$ cat config.mk
export PLATFORM = sky130hd
export DESIGN_NAME = bch_ctrl
export DESIGN_NICKNAME = d
export VERILOG_FILES = /design/src/design/bank_class_histogram_assert.svh /design/src/design/bch_pkg.sv /design/src/design/bch_ctrl.sv
export SDC_FILE = /design/constraint.sdc
export NUM_CORES = 1
export LEC_CHECK = 0
export BUFFER_PORTS_ARGS = -buffer_cell sky130_fd_sc_hd__buf_4
export CAP_MARGIN = 20
export CORE_AREA = 5 5 42 44
export CTS_CLUSTER_SIZE = 28
export DETAILED_ROUTE_END_ITERATION = 7
export DIE_AREA = 0 0 47 49
export PLACE_DENSITY = 0.43
export SLEW_MARGIN = 20
export SYNTH_ARGS = -nofsm -noshare
export SYNTH_HDL_FRONTEND = slang
export SYNTH_SLANG_ARGS = --single-unit
$ cat constraint.sdc
create_clock -name clk -period 2.25 [get_ports clk]
set_clock_uncertainty 0.2 [all_clocks]
set_input_delay 0.3375 -clock clk [delete_from_list [all_inputs] [get_ports clk]]
set_output_delay 0.3375 -clock clk [all_outputs]
set_load 0.05 [all_outputs]
$ cat src/design/bank_class_histogram_assert.svh
// assertion macros for the top-level design file
`ifndef BANK_CLASS_HISTOGRAM_ASSERT_SVH
`define BANK_CLASS_HISTOGRAM_ASSERT_SVH

// same-cycle implication
`define BCH_ASSERT_NOW(lbl, ante, cons) \
	lbl: assert property (@(posedge clk) disable iff (!arst_n) (ante) |-> (cons)) \
		else $error("bank_class_histogram check failed");

// next-cycle implication
`define BCH_ASSERT_NEXT(lbl, ante, cons) \
	lbl: assert property (@(posedge clk) disable iff (!arst_n) (ante) |=> (cons)) \
		else $error("bank_class_histogram check failed");

`endif

$ cat src/design/bch_pkg.sv
package bch_pkg;

	localparam int MAX_CLASSES = 64;
	localparam int SLOT_W      = (MAX_CLASSES > 1) ? $clog2(MAX_CLASSES) : 1;
	localparam int ENTRY_W     = 7;
	localparam int KEY_W       = 32;
	localparam int ADD_W       = 32;
	localparam int CNT_W       = 48;

	typedef struct packed {
		logic [KEY_W-1:0] class_key;
		logic [ADD_W-1:0] pages_add;
		logic [CNT_W-1:0] bytes_add;
	} bch_item_t;

	typedef struct packed {
		logic               status;
		logic [ENTRY_W-1:0] entries_used;
		logic [CNT_W-1:0]   class_pages;
		logic [CNT_W-1:0]   class_bytes;
		logic [CNT_W-1:0]   pages_total;
		logic [KEY_W-1:0]   top_class;
		logic [CNT_W-1:0]   top_pages;
	} bch_result_t;

	typedef struct packed {
		logic start;
		logic search;
		logic fetch;
		logic calc;
		logic commit;
	} bch_cmd_t;

	typedef struct packed {
		logic hit;
		logic exhausted;
		logic out_free;
	} bch_sts_t;

	function automatic logic [CNT_W-1:0] sat_add(input logic [CNT_W-1:0] a,
		input logic [CNT_W-1:0] b);
		logic [CNT_W:0] s;
		s = {1'b0, a} + {1'b0, b};
		return s[CNT_W] ? {CNT_W{1'b1}} : s[CNT_W-1:0];
	endfunction

endpackage

$ cat src/design/bch_ctrl.sv
module bch_ctrl (
	input  logic              clk,
	input  logic              arst_n,
	input  logic              item_valid,
	output logic              item_stall,
	input  bch_pkg::bch_sts_t sts,
	output bch_pkg::bch_cmd_t cmd
);

	typedef enum logic [2:0] {
		ST_IDLE,
		ST_SEARCH,
		ST_FETCH,
		ST_CALC,
		ST_COMMIT
	} state_t;

	state_t state_q;

	always_ff @(posedge clk or negedge arst_n) begin
		if (!arst_n) begin
			state_q <= ST_IDLE;
		end else begin
			case (state_q)
				ST_IDLE: begin
					if (item_valid) state_q <= ST_SEARCH;
				end
				ST_SEARCH: begin
					if (sts.hit || sts.exhausted) state_q <= ST_FETCH;
				end
				ST_FETCH: state_q <= ST_CALC;
				ST_CALC: state_q <= ST_COMMIT;
				ST_COMMIT: begin
					if (sts.out_free) state_q <= ST_IDLE;
				end
				default: state_q <= ST_IDLE;
			endcase
		end
	end

	assign item_stall = (state_q != ST_IDLE);
	assign cmd.start  = (state_q == ST_IDLE) && item_valid;
	assign cmd.search = (state_q == ST_SEARCH);
	assign cmd.fetch  = (state_q == ST_FETCH);
	assign cmd.calc   = (state_q == ST_CALC);
	assign cmd.commit = (state_q == ST_COMMIT) && sts.out_free;

endmodule

==> results.tsv <==
metric	value	unit
die area	2300	um^2
Fillers	167	
CTS Sinks	3	
Crit-path slowest cell	dfrtp_1	
Net Count, Synth	27	
clk slew on worst S/H paths	40	ps
most flop-heavy register	state_q	
Required @ worst endpoint	1710	ps
CTS Buffer Depth	2	
Worst Slack Setup Final	377	ps
layout cells sized above 1	48.6	%
fin. max-slew vios	0	
Crit. End Element	output pin	
Layout area overhead	75.5	%
port bufs	11	
Switch Pwr	304	uW
Top Registers	state_q: 3 flops	
crit path from	state_q[1]$_DFFE_PN0P_	
CP startpoint kind	register	
Starting Density	13.1	%
core footprint	1400	um^2
first-pass GRT wire length	841	um
# DRC	0	
grt ovf	0	
max_slew headroom	85.0	%
H-tree depth	1	
commonest non-fill, non-tap cell in the layout	buf_4	
Critical R2R Launch	state_q[2]$_DFFE_PN0P_	
Min-Delay Path Class	primary input to register	
# rows	14	
Yosys warnings	0	
Syn Inst Count	21	
Clk network pwr share	16.5	%
final-report setup violation count	0	
Worst EP arrival	1340	ps
count of cell types in the netlist	14	
Syn Std Cell Area	184	um^2
part of the Yosys area used for sequential elements	40.8	%
CTS Buf Count	3	
Internal	276	uW
DRC violation total after the first TritonRoute iteration	14	
cell taking the most area after synthesis	dfrtp_1	
Critical Path Fanout Max	7	
Leak	0.000161	uW
Switching Share	52.4	%
Die Span X	47	um
Final Hold Viols	0	
pre-CTS WS	615	ps
Reg2Reg Depth	2	
via/cell ratio	3.66	
Root Driver	clkbuf_4	
crit-path cells	or3_4 > nor2_2 > buf_4	
Global Route Usage Sum	5.15	%
dominant cells by area after synthesis	dfrtp_1 41%, o21bai_1 8.2%, nor2_1 6.1%	
Nets	44	
initial antenna violation count	0	
Synth Register Bits	3	
vias	194	
reg2reg setup slack	1070	ps
vias in the first global route	207	
RSZ-0062 raised after global routing	no	
CTS tree	built	
GP Congestion	0.587	
VDD IR-drop max	0.000569	V
pin count of the biggest net entering global routing	9	
Final period util	83.3	%
pwr/cell area	1800	nW/um^2
wire length per cell	9.77	um
Yosys top cell area share	40.8	%
Worst-Skew Late Latency	230	ps
Crit Reg-Reg Endpoint	state_q[2]$_DFFE_PN0P_	
Crit Path Category	register to output pin	
status	completed	
most frequent cells in the layout	11 x buf_4, 3 x nor2_1, 3 x clkbuf_4, 3 x dfrtp_1	
io pins	12	
f_max	534	MHz
sequential power share	20.6	%
Worst-Margin Slew	225	ps
CP peak stage delay	420	ps
max reg flops	3	
total of max-cap violations	0	
Tmin final	1870	ps
n_diodes	0	
DRT Pass-1 Iters	4	
Die Y	49	um
total negative setup slack	0	ps
post-synthesis area per instance	8.76	um^2
final wirelength	518	um
Routed Antenna Nets	0	
Comb power frac	63.0	%
CP endpoint	cmd[4]	
repair_timing:
action,in CTS,in global routing
buffers inserted,0,0
resized for setup,0,0
hold buffers,1,0
endpoints found under the hold margin,3,0
Yosys cell counts:
master,count
dfrtp_1,3
nor2_1,3
a21oi_1,2
nand2_1,2
o21bai_1,2
and2b_2,1
and3_1,1
and3b_2,1
inv_1,1
nand2b_1,1
nor2_2,1
nor3b_1,1
o21ai_0,1
or3_4,1
per-stage QoR:
stage	util [%]	instances	hold slack, ps	area, um^2	total power, uW
2_1_floorplan	-	21	-158	184	382
3_5_place_dp	20.4	48	-69.7	287	486
5_1_grt	23.0	53	95.6	323	622
6_report	23.0	53	97.3	323	580
3_3_place_gp	20.4	48	-71.0	287	487
4_1_cts	23.0	53	89.7	323	589
critical path: cells and delay by family (launching register included):
kind / cells / cell delay [ps]
buf+inv: 1 / 190
flops: 1 / 420
simple gates: 2 / 490
layout make-up:
cell class,instances,area [um^2],share of cell area (%)
Multi-Input combinational cell,17,105,32.6
Timing Repair Buffer,12,92.6,28.7
Sequential cell,3,75.1,23.3
Clock buffer,4,26.3,8.14
Tap cell,16,20.0,6.20
Inverter,1,3.75,1.16
metal layers:
metal  track usage, %  wire, um
met5                0         0
met4             4.15         0
met2             5.66       159
met3             2.58        74
met1             7.06       284
kinds of logic (layout without fill, tap and decap cells):
family	Yosys count	count (layout)	synth area share, %
compound gates	5	5	16.3
buf+inv	1	17	2.04
flops	3	3	40.8
simple gates	12	12	40.8
power groups by stage:
| stage | clock (uW) | sequential, uW | combinational (uW) |
|---|---|---|---|
| final | 95.5 | 119 | 365 |
| after global routing | 104 | 129 | 389 |
| after CTS | 101 | 119 | 369 |
| after detailed placement | 0 | 120 | 367 |
| after global placement | 0 | 119 | 368 |
| after floorplan | 0 | 110 | 272 |
worst min path at each step:
stage | end | start | cells after the start | slack [ps]
floorplan | state_q[0]$_DFFE_PN0P_ | arst_n | 0 | -160
global placement | state_q[2]$_DFFE_PN0P_ | arst_n | 1 | -70
finish | state_q[2]$_DFFE_PN0P_ | sts[0] | 2 | 100
global route | state_q[2]$_DFFE_PN0P_ | sts[0] | 2 | 100
CTS | state_q[2]$_DFFE_PN0P_ | sts[0] | 2 | 90
detailed placement | state_q[2]$_DFFE_PN0P_ | arst_n | 1 | -70
No activity file was read; power rests on OpenSTA's default activity.
